### src/rtl/eia_pkg.sv
// ----------------------------------------------------------------------------
// Event interrupt aggregator package
// Shared operation codes, transaction types and line acceptance levels.
// ----------------------------------------------------------------------------
package eia_pkg;

   typedef enum logic [2:0] {
      FUNC_ADD_EVENT  = 3'd0,
      FUNC_ADD_EXT    = 3'd1,
      FUNC_REMOVE_EXT = 3'd2,
      FUNC_ACK        = 3'd3,
      FUNC_SERVICE    = 3'd4,
      FUNC_RAISE      = 3'd5
   } func_type;

   typedef enum logic [2:0] {
      CSR_MASK6_NORM = 3'd0,
      CSR_MASK4_NORM = 3'd1,
      CSR_MASK2_NORM = 3'd2,
      CSR_MASK6_EXT  = 3'd3,
      CSR_MASK4_EXT  = 3'd4,
      CSR_MASK2_EXT  = 3'd5
   } csr_index_type;

   typedef enum logic [1:0] {
      LINE_NONE = 2'd0,
      LINE_LVL6 = 2'd1,
      LINE_LVL4 = 2'd2,
      LINE_LVL2 = 2'd3
   } line_type;

   localparam logic [3:0] LVL6_ACCEPT = 4'h5;
   localparam logic [3:0] LVL4_ACCEPT = 4'h3;
   localparam logic [3:0] LVL2_ACCEPT = 4'h1;
   localparam logic [3:0] IMASK_ALL   = 4'hf;

   // Classified transaction passed from the front end to the back end
   typedef struct packed {
      logic [2:0]  func;
      logic [31:0] bits;
      logic [63:0] expiry;
      logic        delay_nz;
      logic [63:0] now;
      logic        acc6;
      logic        acc4;
      logic        acc2;
   } cmd_type;

   typedef enum logic [1:0] {
      ST_IDLE,
      ST_SCAN,
      ST_FINISH,
      ST_OUT
   } state_type;

endpackage

### src/rtl/asic_event_interrupt_aggregator.sv
// ----------------------------------------------------------------------------
// Event interrupt aggregator
// Folds normal and external event bits into three priority lines.
// ----------------------------------------------------------------------------
// The back end handles one transaction at a time. Add-with-delay and service
// (with delays pending) walk all DELAY_SLOTS slots, one slot per cycle through a
// single comparator. Other operations skip the walk. A request is registered
// in the front end, then held in the queue, then taken into the back end,
// which runs a finish step and registers the response. The next request can
// be accepted in the cycle after the previous one enters the queue. Response
// is registered and waits for rsp_ready. Mask registers are written through
// the csr_ port; the user must do so only while no transaction is in flight,
// which the block itself does not enforce.
module asic_event_interrupt_aggregator
   import eia_pkg::*;
#(
   parameter int DELAY_SLOTS     = 16,
   parameter int CYCLES_PER_UNIT = 50
) (
   input  logic        clock,
   input  logic        reset,
   input  logic        req_valid,
   output logic        req_ready,
   input  logic [2:0]  req_func,
   input  logic [31:0] req_event_bits,
   input  logic [15:0] req_delay_units,
   input  logic [63:0] req_now_cycles,
   input  logic        req_cpu_block_bit,
   input  logic        req_vector_base_zero,
   input  logic [3:0]  req_cpu_int_mask,
   output logic        rsp_valid,
   input  logic        rsp_ready,
   output logic        rsp_delivered,
   output logic [1:0]  rsp_line_taken,
   output logic        rsp_from_external,
   output logic [31:0] rsp_status_normal_out,
   output logic [31:0] rsp_status_ext_out,
   output logic [31:0] rsp_unrouted_bits,
   output logic        rsp_anything_pending,
   input  logic        csr_valid,
   output logic        csr_ready,
   input  logic [2:0]  csr_index,
   input  logic [31:0] csr_wdata
);

   cmd_type f_cmd, q_cmd;
   logic    f_valid, f_ready, q_valid, q_ready;

   assign csr_ready = 1'b1;

   eia_front #(.CYCLES_PER_UNIT(CYCLES_PER_UNIT)) u_front (
      .clock, .reset, .req_valid, .req_ready, .req_func, .req_event_bits,
      .req_delay_units, .req_now_cycles, .req_cpu_block_bit,
      .req_vector_base_zero, .req_cpu_int_mask,
      .cmd_valid(f_valid), .cmd_ready(f_ready), .cmd(f_cmd)
   );

   eia_fifo u_fifo (
      .clock, .reset, .wr_valid(f_valid), .wr_ready(f_ready), .wr_data(f_cmd),
      .rd_valid(q_valid), .rd_ready(q_ready), .rd_data(q_cmd)
   );

   eia_back #(.DELAY_SLOTS(DELAY_SLOTS)) u_back (
      .clock, .reset, .cmd_valid(q_valid), .cmd_ready(q_ready), .cmd(q_cmd),
      .csr_valid, .csr_index, .csr_wdata, .rsp_valid, .rsp_ready,
      .rsp_delivered, .rsp_line_taken, .rsp_from_external,
      .rsp_status_normal_out, .rsp_status_ext_out, .rsp_unrouted_bits,
      .rsp_anything_pending
   );

endmodule

### src/rtl/eia_front.sv
// ----------------------------------------------------------------------------
// Event interrupt aggregator front end
// Takes request transactions, computes the expiry time (span registered, then
// added) and the processor acceptance per line, and hands a command to the queue.
// ----------------------------------------------------------------------------
module eia_front
   import eia_pkg::*;
#(
   parameter int CYCLES_PER_UNIT = 50
) (
   input  logic        clock,
   input  logic        reset,
   input  logic        req_valid,
   output logic        req_ready,
   input  logic [2:0]  req_func,
   input  logic [31:0] req_event_bits,
   input  logic [15:0] req_delay_units,
   input  logic [63:0] req_now_cycles,
   input  logic        req_cpu_block_bit,
   input  logic        req_vector_base_zero,
   input  logic [3:0]  req_cpu_int_mask,
   output logic        cmd_valid,
   input  logic        cmd_ready,
   output cmd_type     cmd
);

   logic        busy_ff, busy_in;
   cmd_type     hold_ff, hold_in;
   logic [31:0] span_ff, span_in;
   logic        ok;
   logic [64:0] sum;

   function automatic logic accepts(logic [3:0] level);
      return ok && (req_cpu_int_mask != IMASK_ALL) && (req_cpu_int_mask <= level);
   endfunction

   assign ok        = !req_cpu_block_bit && !req_vector_base_zero;
   assign req_ready = !busy_ff;
   assign sum       = {1'b0, hold_ff.now} + {33'd0, span_ff};
   assign cmd_valid = busy_ff;

   // Saturating add of the registered span to the held request time
   always_comb begin
      cmd        = hold_ff;
      cmd.expiry = sum[64] ? '1 : sum[63:0];
   end

   // Capture and hold one transaction until the queue takes it
   always_comb begin
      busy_in = busy_ff;
      hold_in = hold_ff;
      span_in = span_ff;
      if (req_valid && req_ready) begin
         busy_in          = 1'b1;
         hold_in.func     = req_func;
         hold_in.bits     = req_event_bits;
         hold_in.expiry   = '0;
         hold_in.delay_nz = req_delay_units != '0;
         hold_in.now      = req_now_cycles;
         hold_in.acc6     = accepts(LVL6_ACCEPT);
         hold_in.acc4     = accepts(LVL4_ACCEPT);
         hold_in.acc2     = accepts(LVL2_ACCEPT);
         span_in          = 32'(req_delay_units) * 32'(CYCLES_PER_UNIT);
      end else if (cmd_valid && cmd_ready) begin
         busy_in = 1'b0;
      end
   end

   always_ff @(posedge clock) begin
      if (reset) begin
         busy_ff <= 1'b0;
      end else begin
         busy_ff <= busy_in;
      end
      hold_ff <= hold_in;
      span_ff <= span_in;
   end

endmodule

### src/rtl/eia_fifo.sv
// ----------------------------------------------------------------------------
// Event interrupt aggregator command queue
// Two-entry queue of classified commands between front and back end.
// ----------------------------------------------------------------------------
module eia_fifo
   import eia_pkg::*;
(
   input  logic    clock,
   input  logic    reset,
   input  logic    wr_valid,
   output logic    wr_ready,
   input  cmd_type wr_data,
   output logic    rd_valid,
   input  logic    rd_ready,
   output cmd_type rd_data
);

   cmd_type    mem_ff [2];
   logic       wptr_ff, rptr_ff;
   logic [1:0] count_ff;
   logic       push, pop;

   assign wr_ready = count_ff != 2'd2;
   assign rd_valid = count_ff != 2'd0;
   assign push     = wr_valid && wr_ready;
   assign pop      = rd_valid && rd_ready;
   assign rd_data  = mem_ff[rptr_ff];

   // Pointer and fill count
   always_ff @(posedge clock) begin
      if (reset) begin
         wptr_ff  <= 1'b0;
         rptr_ff  <= 1'b0;
         count_ff <= 2'd0;
      end else begin
         if (push) wptr_ff <= !wptr_ff;
         if (pop)  rptr_ff <= !rptr_ff;
         count_ff <= count_ff + 2'(push) - 2'(pop);
      end
   end

   always_ff @(posedge clock) begin
      if (push) mem_ff[wptr_ff] <= wr_data;
   end

`ifndef SYNTHESIS
   a_no_overflow : assert property (@(posedge clock) disable iff (reset)
      count_ff == 2'd2 |-> !wr_ready) else $error("queue overflow");
   a_count_range : assert property (@(posedge clock) disable iff (reset)
      count_ff != 2'd3) else $error("queue count out of range");
   a_pop_nonempty : assert property (@(posedge clock) disable iff (reset)
      pop |-> count_ff != 2'd0) else $error("pop from empty queue");
`endif

endmodule

### src/rtl/eia_back.sv
// ----------------------------------------------------------------------------
// Event interrupt aggregator back end
// Holds event state and the delay slot table. Walks the slots one per cycle
// for add-with-delay (free slot search) and service (expiry), then decides
// the line and presents a registered response.
// ----------------------------------------------------------------------------
module eia_back
   import eia_pkg::*;
#(
   parameter int DELAY_SLOTS = 16
) (
   input  logic        clock,
   input  logic        reset,
   input  logic        cmd_valid,
   output logic        cmd_ready,
   input  cmd_type     cmd,
   input  logic        csr_valid,
   input  logic [2:0]  csr_index,
   input  logic [31:0] csr_wdata,
   output logic        rsp_valid,
   input  logic        rsp_ready,
   output logic        rsp_delivered,
   output logic [1:0]  rsp_line_taken,
   output logic        rsp_from_external,
   output logic [31:0] rsp_status_normal_out,
   output logic [31:0] rsp_status_ext_out,
   output logic [31:0] rsp_unrouted_bits,
   output logic        rsp_anything_pending
);

   localparam int SW = (DELAY_SLOTS > 1) ? $clog2(DELAY_SLOTS) : 1;

   state_type   state_ff, state_in;
   cmd_type     cur_ff;
   logic [SW-1:0] idx_ff;
   logic        found_ff;
   logic [SW-1:0] free_ff;

   logic [31:0] m6n_ff, m4n_ff, m2n_ff, m6e_ff, m4e_ff, m2e_ff;
   logic [31:0] slot_ev_ff [DELAY_SLOTS];
   logic [63:0] slot_exp_ff [DELAY_SLOTS];
   logic [31:0] delayed_ff, stn_ff, ste_ff, extq_ff;

   logic [31:0] stn_n, ste_n, extq_n, delayed_n;
   logic [1:0]  line;
   logic        ext;
   logic [31:0] rdy, all_norm;
   logic        scan_last, need_scan;
   logic [31:0] ev_rd;
   logic [63:0] exp_rd;

   logic        r_del_ff, r_ext_ff, r_pend_ff;
   logic [1:0]  r_line_ff;
   logic [31:0] r_stn_ff, r_ste_ff, r_unr_ff;

   assign cmd_ready  = state_ff == ST_IDLE;
   assign scan_last  = idx_ff == SW'(DELAY_SLOTS - 1);
   assign ev_rd      = slot_ev_ff[idx_ff];
   assign exp_rd     = slot_exp_ff[idx_ff];
   assign need_scan  = (cmd.func == FUNC_SERVICE && delayed_ff != '0) ||
      (cmd.func == FUNC_ADD_EVENT && cmd.delay_nz && (delayed_ff & cmd.bits) == '0
       && cmd.bits != '0);

   // Next state
   always_comb begin
      state_in = state_ff;
      unique case (state_ff)
         ST_IDLE:   if (cmd_valid) state_in = need_scan ? ST_SCAN : ST_FINISH;
         ST_SCAN:   if (scan_last) state_in = ST_FINISH;
         ST_FINISH: state_in = ST_OUT;
         ST_OUT:    if (rsp_ready) state_in = ST_IDLE;
         default:   state_in = ST_IDLE;
      endcase
   end

   // Finish step: state update and line decision
   always_comb begin
      stn_n     = stn_ff;
      ste_n     = ste_ff;
      extq_n    = extq_ff;
      delayed_n = delayed_ff;
      line      = LINE_NONE;
      ext       = 1'b0;
      rdy       = stn_ff & ~delayed_ff;
      case (cur_ff.func)
         FUNC_ADD_EVENT: begin
            if (!cur_ff.delay_nz) begin
               stn_n = stn_ff | cur_ff.bits;
            end else if ((delayed_ff & cur_ff.bits) == '0) begin
               if (found_ff) delayed_n = delayed_ff | cur_ff.bits;
               else          stn_n     = stn_ff | cur_ff.bits;
            end
         end
         FUNC_ADD_EXT: begin
            if ((extq_ff & cur_ff.bits) == '0) begin
               ste_n  = ste_ff | cur_ff.bits;
               extq_n = extq_ff | cur_ff.bits;
            end
         end
         FUNC_REMOVE_EXT: begin
            ste_n  = ste_ff & ~cur_ff.bits;
            extq_n = extq_ff & ~cur_ff.bits;
         end
         FUNC_ACK: stn_n = stn_ff & ~cur_ff.bits;
         FUNC_SERVICE: begin
            if ((rdy & m6n_ff) != '0 && cur_ff.acc6)      line = LINE_LVL6;
            else if ((rdy & m4n_ff) != '0 && cur_ff.acc4) line = LINE_LVL4;
            else if ((rdy & m2n_ff) != '0 && cur_ff.acc2) line = LINE_LVL2;
            else if ((extq_ff & m6e_ff) != '0 && cur_ff.acc6) begin
               extq_n = extq_ff & ~m6e_ff; line = LINE_LVL6; ext = 1'b1;
            end else if ((extq_ff & m4e_ff) != '0 && cur_ff.acc4) begin
               extq_n = extq_ff & ~m4e_ff; line = LINE_LVL4; ext = 1'b1;
            end else if ((extq_ff & m2e_ff) != '0 && cur_ff.acc2) begin
               extq_n = extq_ff & ~m2e_ff; line = LINE_LVL2; ext = 1'b1;
            end
         end
         FUNC_RAISE: begin
            stn_n = stn_ff | cur_ff.bits;
            if ((m6n_ff & cur_ff.bits) != '0 && cur_ff.acc6)      line = LINE_LVL6;
            else if ((m4n_ff & cur_ff.bits) != '0 && cur_ff.acc4) line = LINE_LVL4;
            else if ((m2n_ff & cur_ff.bits) != '0 && cur_ff.acc2) line = LINE_LVL2;
         end
         default: ;
      endcase
      all_norm = m6n_ff | m4n_ff | m2n_ff;
   end

   // Control registers
   always_ff @(posedge clock) begin
      if (reset) begin
         state_ff   <= ST_IDLE;
         delayed_ff <= '0;
         stn_ff     <= '0;
         ste_ff     <= '0;
         extq_ff    <= '0;
         m6n_ff <= '0; m4n_ff <= '0; m2n_ff <= '0;
         m6e_ff <= '0; m4e_ff <= '0; m2e_ff <= '0;
         for (int i = 0; i < DELAY_SLOTS; i++) slot_ev_ff[i] <= '0;
      end else begin
         state_ff <= state_in;
         if (csr_valid) begin
            case (csr_index)
               CSR_MASK6_NORM: m6n_ff <= csr_wdata;
               CSR_MASK4_NORM: m4n_ff <= csr_wdata;
               CSR_MASK2_NORM: m2n_ff <= csr_wdata;
               CSR_MASK6_EXT:  m6e_ff <= csr_wdata;
               CSR_MASK4_EXT:  m4e_ff <= csr_wdata;
               CSR_MASK2_EXT:  m2e_ff <= csr_wdata;
               default: ;
            endcase
         end
         // One slot per cycle: expire due slots for service (free search is in the datapath)
         if (state_ff == ST_SCAN) begin
            if (cur_ff.func == FUNC_SERVICE) begin
               if (ev_rd != '0 && cur_ff.now >= exp_rd) begin
                  stn_ff            <= stn_ff | ev_rd;
                  delayed_ff        <= delayed_ff & ~ev_rd;
                  slot_ev_ff[idx_ff] <= '0;
               end
            end
         end
         if (state_ff == ST_FINISH) begin
            stn_ff     <= stn_n;
            ste_ff     <= ste_n;
            extq_ff    <= extq_n;
            delayed_ff <= delayed_n;
            if (cur_ff.func == FUNC_ADD_EVENT && found_ff && delayed_n != delayed_ff)
               slot_ev_ff[free_ff] <= cur_ff.bits;
         end
      end
   end

   // Datapath registers
   always_ff @(posedge clock) begin
      if (state_ff == ST_IDLE) begin
         cur_ff   <= cmd;
         idx_ff   <= '0;
         found_ff <= 1'b0;
      end else if (state_ff == ST_SCAN) begin
         idx_ff <= idx_ff + SW'(1);
         if (cur_ff.func == FUNC_ADD_EVENT && !found_ff && ev_rd == '0) begin
            found_ff <= 1'b1;
            free_ff  <= idx_ff;
         end
      end
      if (state_ff == ST_FINISH && cur_ff.func == FUNC_ADD_EVENT && found_ff
          && delayed_n != delayed_ff)
         slot_exp_ff[free_ff] <= cur_ff.expiry;
      if (state_ff == ST_FINISH) begin
         r_del_ff  <= line != LINE_NONE;
         r_line_ff <= line;
         r_ext_ff  <= ext;
         r_stn_ff  <= stn_n;
         r_ste_ff  <= ste_n;
         r_unr_ff  <= stn_n & ~delayed_n & ~all_norm;
         r_pend_ff <= delayed_n != '0 || extq_n != '0 || (stn_n & all_norm) != '0;
      end
   end

   assign rsp_valid             = state_ff == ST_OUT;
   assign rsp_delivered         = r_del_ff;
   assign rsp_line_taken        = r_line_ff;
   assign rsp_from_external     = r_ext_ff;
   assign rsp_status_normal_out = r_stn_ff;
   assign rsp_status_ext_out    = r_ste_ff;
   assign rsp_unrouted_bits     = r_unr_ff;
   assign rsp_anything_pending  = r_pend_ff;

`ifndef SYNTHESIS
   a_ext_needs_line : assert property (@(posedge clock) disable iff (reset)
      rsp_valid && rsp_from_external |-> rsp_delivered) else $error("ext without line");
   a_line_delivered : assert property (@(posedge clock) disable iff (reset)
      rsp_valid |-> (rsp_delivered == (rsp_line_taken != LINE_NONE)))
      else $error("line and delivered disagree");
   a_scan_to_finish : assert property (@(posedge clock) disable iff (reset)
      state_ff == ST_SCAN && scan_last |=> state_ff == ST_FINISH)
      else $error("scan did not finish");
`endif

endmodule
### config.mk
export PLATFORM = sky130hd
export DESIGN_NAME = asic_event_interrupt_aggregator
export DESIGN_NICKNAME = d
export VERILOG_FILES = /design/src/rtl/eia_pkg.sv /design/src/rtl/asic_event_interrupt_aggregator.sv /design/src/rtl/eia_front.sv /design/src/rtl/eia_fifo.sv /design/src/rtl/eia_back.sv
export SDC_FILE = /design/constraint.sdc
export NUM_CORES = 2
export LEC_CHECK = 0
export ABC_CLOCK_PERIOD_IN_PS = 9800
export BUFFER_PORTS_ARGS = -buffer_cell sky130_fd_sc_hd__buf_2
export CAP_MARGIN = 20
export CORE_UTILIZATION = 60
export DETAILED_ROUTE_END_ITERATION = 7
export PLACE_DENSITY = 0.84
export SLEW_MARGIN = 20
export SYNTH_ARGS = -nofsm -noshare
export SYNTH_HDL_FRONTEND = slang
export SYNTH_HIERARCHICAL = 1
export SYNTH_SLANG_ARGS = --single-unit
export TNS_END_PERCENT = 50
### constraint.sdc
create_clock -name clock -period 9.8 [get_ports clock]
set_input_delay 1.96 -clock clock [delete_from_list [all_inputs] [get_ports clock]]
set_output_delay 1.96 -clock clock [all_outputs]
set_load 0.01 [all_outputs]
==> After elaboration in Yosys (flattened, before gate mapping) <==
Memory sizes are Yosys's and may differ from the RTL's. A register that Yosys moved wholly into a read port is not among the register bits.
Index checks and enable logic that the tools add are counted.
{ "word_totals": {"in_bits": 161, "wordCells": 269, "regBits": 728, "n_memories": 3, "output_inout_bits": 104, "ramBits": 1870} }
{ "op_classes": {"magnitude_cmp": 4, "n_mul": 1, "bitwise_logic": 40, "muxes": 74, "n_eq_ne": 21, "n_addsub": 4, "reduce_logical": 81} }
{ "mem_list": {"columns": ["name", "words", "width", "rd", "rd_ports_with_merged_regs", "write_ports", "line_no", "rtl"], "rows": [
  ["u_back.slot_exp_ff", 16, 64, 1, 1, 1, "eia_back.sv:41", "logic [63:0] slot_exp_ff [DELAY_SLOTS];"],
  ["u_back.slot_ev_ff", 16, 32, 1, 1, 16, "eia_back.sv:40", "logic [31:0] slot_ev_ff [DELAY_SLOTS];"],
  ["u_fifo.mem_ff", 2, 167, 1, 1, 1, "eia_fifo.sv:18", "cmd_type mem_ff [2];"]
]} }
{ "op_table": {"columns": ["cell", "n"], "rows": [
  ["$mux W32", 25],
  ["$and A32 B32 Y32", 23],
  ["$reduce_bool A32 Y1", 15],
  ["$not A32 Y32", 8],
  ["$or A32 B32 Y32", 7],
  ["$pmux W32 S3", 2],
  ["$logic_not A32 Y1", 4],
  ["$add A64 B22 Y65", 1],
  ["$ge A64 B64 Y1", 1],
  ["$mux W64", 1],
  ["$pmux W32 S2", 1],
  ["$reduce_or A32 Y1", 2],
  ["$ne A32 B32 Y1", 1],
  ["$logic_and A1 B1 Y1", 29],
  ["$mux W2", 13],
  ["$mux W1", 24],
  ["$mux W4", 6],
  ["$mul A16 B5 Y21 const B", 1],
  ["$reduce_bool A16 Y1", 1],
  ["$eq A3 B3 Y1 const B", 5],
  ["$reduce_and A2 Y1", 7],
  ["$eq A3 B2 Y1 const B", 4],
  ["$reduce_bool A2 Y1", 6],
  ["$logic_not A3 Y1", 3],
  ["other kinds (21)", 35]
]} }

==> Depth between registers and ports, before layout <==
{ "logic_depth": {"word_depth": 13, "depth_mapped": 20} }

==> Cells and area by module <==
Netlist, hierarchy kept.
{ "by_module_without_submodules": {"columns": ["module", "area_per_inst_um2", "seq_area_each_um2", "cells_each", "instances"], "rows": [
  ["eia_back", 88189.6, 60918.4, 5796, 1],
  ["eia_fifo", 12853.6, 10129.7, 549, 1],
  ["eia_front", 8054.0, 3743.6, 733, 1],
  ["asic_event_interrupt_aggregator", 11.3, 0.0, 2, 1]
]} }

==> Least setup slack after synthesis <==
OpenSTA, ideal clock, no wires.
{ "synth_timing": {"path_kind": "register to register", "start": "register u_back.state_ff[0]", "end": "memory u_back.slot_exp_ff[1][0] (enable)", "stages_incl_launch_ff": 8, "n_path_buf": 1, "setup_ns": 0.565, "period_less_slack_ns": 8.430, "setup_slack_ns": 1.370, "arrival_time_ns": 7.865, "cell_sequence": "dfxtp_1 -> inv_1 -> ha_1 -> clkbuf_1 -> nand2_1 -> inv_1 -> nand2_1 -> nor3_1"} }
{ "synth_via": {"elab_chain_len": 6} }
{ "synth_rtl": {"columns": ["item", "line_no", "rtl"], "rows": [
  ["start, declared", "eia_back.sv:33", "state_type state_ff, state_in;"],
  ["start signal, assigned", "eia_back.sv:140", "state_ff <= state_in;"],
  ["$eq A2 B2 Y1", "eia_back.sv:186", "if (state_ff == ST_FINISH && cur_ff.func == FUNC_ADD_EVENT && found_ff"],
  ["$logic_and A1 B1 Y1 (2 in series)", "eia_back.sv:186", null],
  ["$logic_and A1 B1 Y1", "eia_back.sv:187", "&& delayed_n != delayed_ff)"],
  ["$mux W1", "eia_back.sv:186", null],
  ["$mux W1 (not written as such)", "eia_back.sv:188", "slot_exp_ff[free_ff] <= cur_ff.expiry;"],
  ["end, declared", "eia_back.sv:41", null]
]} }
No other way between the ends.

==> metrics.md <==
| Metric | Value |
|---|---|
| Max-slew violations | `0` |
| YS warnings | `6` |
| Largest net degree at the start of global routing | `137` |
| Hold-fix buffers, CTS | `0` |
| Max_cap viols | `0` |
| Final min period | `7.013 ns` |
| Die footprint | `183600 um^2` |
| IO Count | `265` |
| Worst-path maximum fanout | `61` |
| Register bit total from synthesis | `2603` |
| Max rail drop VDD | `330.5 uV` |
| Setup TNS | `0 ns` |
| Placed Instances | `9449` |
| Total track usage | `38.57%` |
| Delay-heaviest family, CP | `compound AO/OA/AOI/OAI gates` |
| WL/cell | `36.03 um` |
| CTS tree | `done` |
| Reg-to-reg slack, setup | `2.79 ns` |
| Mapped Avg Cell Area | `15.41 um^2` |
| Worst clock skew | `0.06174 ns` |
| Crit-path slowest cell | `dfxtp_4` |
| Main synth FF type | `edfxtp_1` |
| Post-route DRC | `3` |
| Mapped Nets | `7406` |
| Switching share of power | `31.28%` |
| Final worst setup slack | `2.787 ns` |
| Top cells by area, synth | `edfxtp_1 62%, mux4_2 9.9%, dfxtp_1 6.2%, nand2_1 2.4%, nor2_1 2.2%` |
| Setup crit end kind | `flip-flop` |
| CTS resizes | `0` |
| Core area | `180700 um^2` |
| Synth unique cells | `97` |
| Initial antenna violation count | `33` |
| Synth top area share | `62.36%` |
| R2R depth | `16` |
| Top sig layer | `met5` |
| Register area share after synthesis | `68.55%` |
| Fin util | `67.56%` |
| Most numerous cell in the Yosys netlist | `edfxtp_1` |
| Worst hold path type | `reg2reg` |
| Storage cell area | `74810 um^2` |
| Fin nets | `7649` |
| Reg power frac | `48.2%` |
| Bufs and invs on worst path | `4` |
| Chip height | `428.4 um` |
| Layout cell share with drive strength beyond 1 | `21.19%` |
| RSZ-0062 raised after global routing | `false` |
| CP endpoint | `u_back/slot_ev_ff[15][8]` |
| Clock power frac | `31.5%` |
| Number of global-route vias before repair | `70790` |
| Post-synth EDFFs | `2266` |
| Worst-path clk slew | `0.07 ns` |
| Initial Util | `60.37%` |
| Internal Pwr Total | `21.47 mW` |
| Reg2Reg Capture Point | `u_back/slot_ev_ff[15][8]` |
| Routed wl met3 | `48050 um` |
| H-Tree Level Count | `4` |
| Die Wd | `428.4 um` |
| Multi-input gate area | `32450 um^2` |
| Fmax | `0.1426 GHz` |
| FILL cells | `11170` |
| Met2 Routed Length | `165800 um` |
| Area delta synth->final | `11.92%` |
| Final hold vios | `0` |
| WP depth | `16` |
| Leading area contributor after synthesis | `edfxtp_1` |
| CP Cell Sequence | `buf_12, mux4_2, mux4_2, inv_1, ha_1, nand4_1, nor2_1, o21ai_0, a31oi_1, or3_1, a22oi_1, nand2_1, a31oi_4, buf_16, o21bai_4, buf_4` |
| # port buffers | `262` |
| GP Congestion | `1.019` |
| Leak | `40.68 nW` |
| Crit share post-route | `71.56%` |
| Combinational share of power | `20.4%` |
| Hold WS | `0.4506 ns` |
| ANT nets after route | `0` |
| GRT Residual Overflow | `0` |
| Post-Place Setup Slack | `3.183 ns` |
| DRT met1 WL | `113600 um` |
| CP required | `10.35 ns` |
| # setup viols final | `0` |
| Vias per cell | `7.238` |
| Finished Layout Cells | `9935` |
| Clock sinks | `2603` |
| DRT Wirelength | `357900 um` |
| Run status | `finished with violations` |
| Iteration-0 DRC Markers | `12540` |
| Setup Buffers After CTS | `0` |
| Slew HR | `10.47%` |
| Cell mode on critical path | `mux4_2` |
| Clock Path Buffers | `3` |
| Syn Inst Count | `7080` |
| Worst skew pair latency | `0.93 ns` |
| WS Path Type | `reg2reg` |
| Pwr dens | `255.9 nW/um^2` |
| Switching power | `9.773 mW` |
| DP Wirelength | `203500 um` |
| CP max stage delay | `0.93 ns` |
| Site row count | `156` |
| Failing checks | `design-rule violations` |
| CP startpoint kind | `flip-flop` |
| CTS Root Cell | `clkbuf_16` |
| Worst slew pin tran | `1.333 ns` |
| First-pass GRT wire length | `503200 um` |
| Critical Path AT | `7.56 ns` |
| Synthesized cell area | `109100 um^2` |
| Num CTS Buffers | `241` |
| TritonRoute pass-1 iters | `8` |
| Synth cell count leaders | `2266 x edfxtp_1, 706 x nand2_1, 641 x nor2_1` |
| Routed vias | `71910` |
| Asr flop ratio synth | `0%` |
cells in the final DEF, fill, tap and decap left out, drive strengths merged, types with 46 or more instances in the layout:
cell type and count:
a21oi 385, mux4 480, a22o 58, a31oi 49, mux2 172, nor3 46
nand2 720, o21ai 87, buf 447, clkbuf 290, ha 153, clkinv 117
nand3 86, edfxtp 2266, a211oi 53, dfxtp 337, a22oi 174, inv 188
nand4 86, nor4 57, nor2 641
cell families (layout without fill, tap and decap cells):
family                   after synthesis  count (layout)  synth area share, %
adder cells (fa/ha/maj)              165             165                1.975
multiplexers                         695             695                12.52
buffers and inverters                625            1082                2.344
flip-flops                          2603            2603                68.55
XOR/XNOR                              54              54               0.4335
AND/OR/NAND/NOR                     1865            1865                7.594
AO/OA/AOI/OAI                       1072            1072                6.578
other                                  1              29             0.003437
stage by stage:
step / cell area, um^2 / total power [mW]
after global placement: 113700 / 20.67
after CTS: 122000 / 30.81
final: 122100 / 31.24
after global routing: 122100 / 31.77
after detailed placement: 113700 / 20.95
after floorplan: 109100 / 18.41
final cells by class:
cell class	count	share of cell area [%]
diodes	28	0.05738
clock buffers	290	5.156
clock inverters	167	1.603
inverters	178	0.5533
multi-input cells	3852	26.57
flip-flops and latches	2603	61.26
well taps	2370	2.428
repair buffers	447	2.368
worst reg2reg max path: stages, from the launching register on:
cell and delay, ns:
dfxtp_4 0.93, buf_12 0.49, mux4_2 0.70, mux4_2 0.49
inv_1 0.14, ha_1 0.17, nand4_1 0.20, nor2_1 0.36
o21ai_0 0.18, a31oi_1 0.41, or3_1 0.34, a22oi_1 0.24
nand2_1 0.23, a31oi_4 0.28, buf_16 0.28, o21bai_4 0.71
buf_4 0.47
sequential cells by signal, summed over array words and instances (netlist names), 103 cells and up, named ones only:
signal,flops
u_back/slot_ev_ff,512
u_fifo/mem_ff,334
u_back/cur_ff,167
u_front/cmd,103
u_back/slot_exp_ff,1024
per-layer routing:
layer / vias up / GRT usage, %
met1: 35220 / 46.82
met2: 6993 / 60.35
met3: 1763 / 11.26
met4: 24 / 25.77
li1: 27910 / -
met5: - / 0
worst min path at each step:
stage / start / to / slack (ns) / cells after the start
finish: u_front/cmd[136] / u_fifo/mem_ff[1][136] / 0.45 / 0
global route: u_front/cmd[136] / u_fifo/mem_ff[0][136] / 0.46 / 0
detailed placement: u_front/cmd[136] / u_fifo/mem_ff[1][136] / 0.43 / 0
floorplan: u_back/idx_ff[2] / u_back/free_ff[2] / 0.41 / 0
global placement: u_front/cmd[0] / u_fifo/mem_ff[0][0] / 0.42 / 0
CTS: u_front/cmd[136] / u_fifo/mem_ff[1][136] / 0.45 / 0
power groups by stage:
| stage | combinational, mW | sequential (mW) | clock (mW) |
|---|---|---|---|
| after floorplan | 3.54 | 14.9 | 0 |
| after global placement | 5.65 | 15.0 | 0 |
| after detailed placement | 5.80 | 15.2 | 0 |
| after CTS | 5.99 | 15.0 | 9.83 |
| after global routing | 6.41 | 15.1 | 10.2 |
| final | 6.36 | 15.0 | 9.84 |
Power figures use the tool's default switching activity.
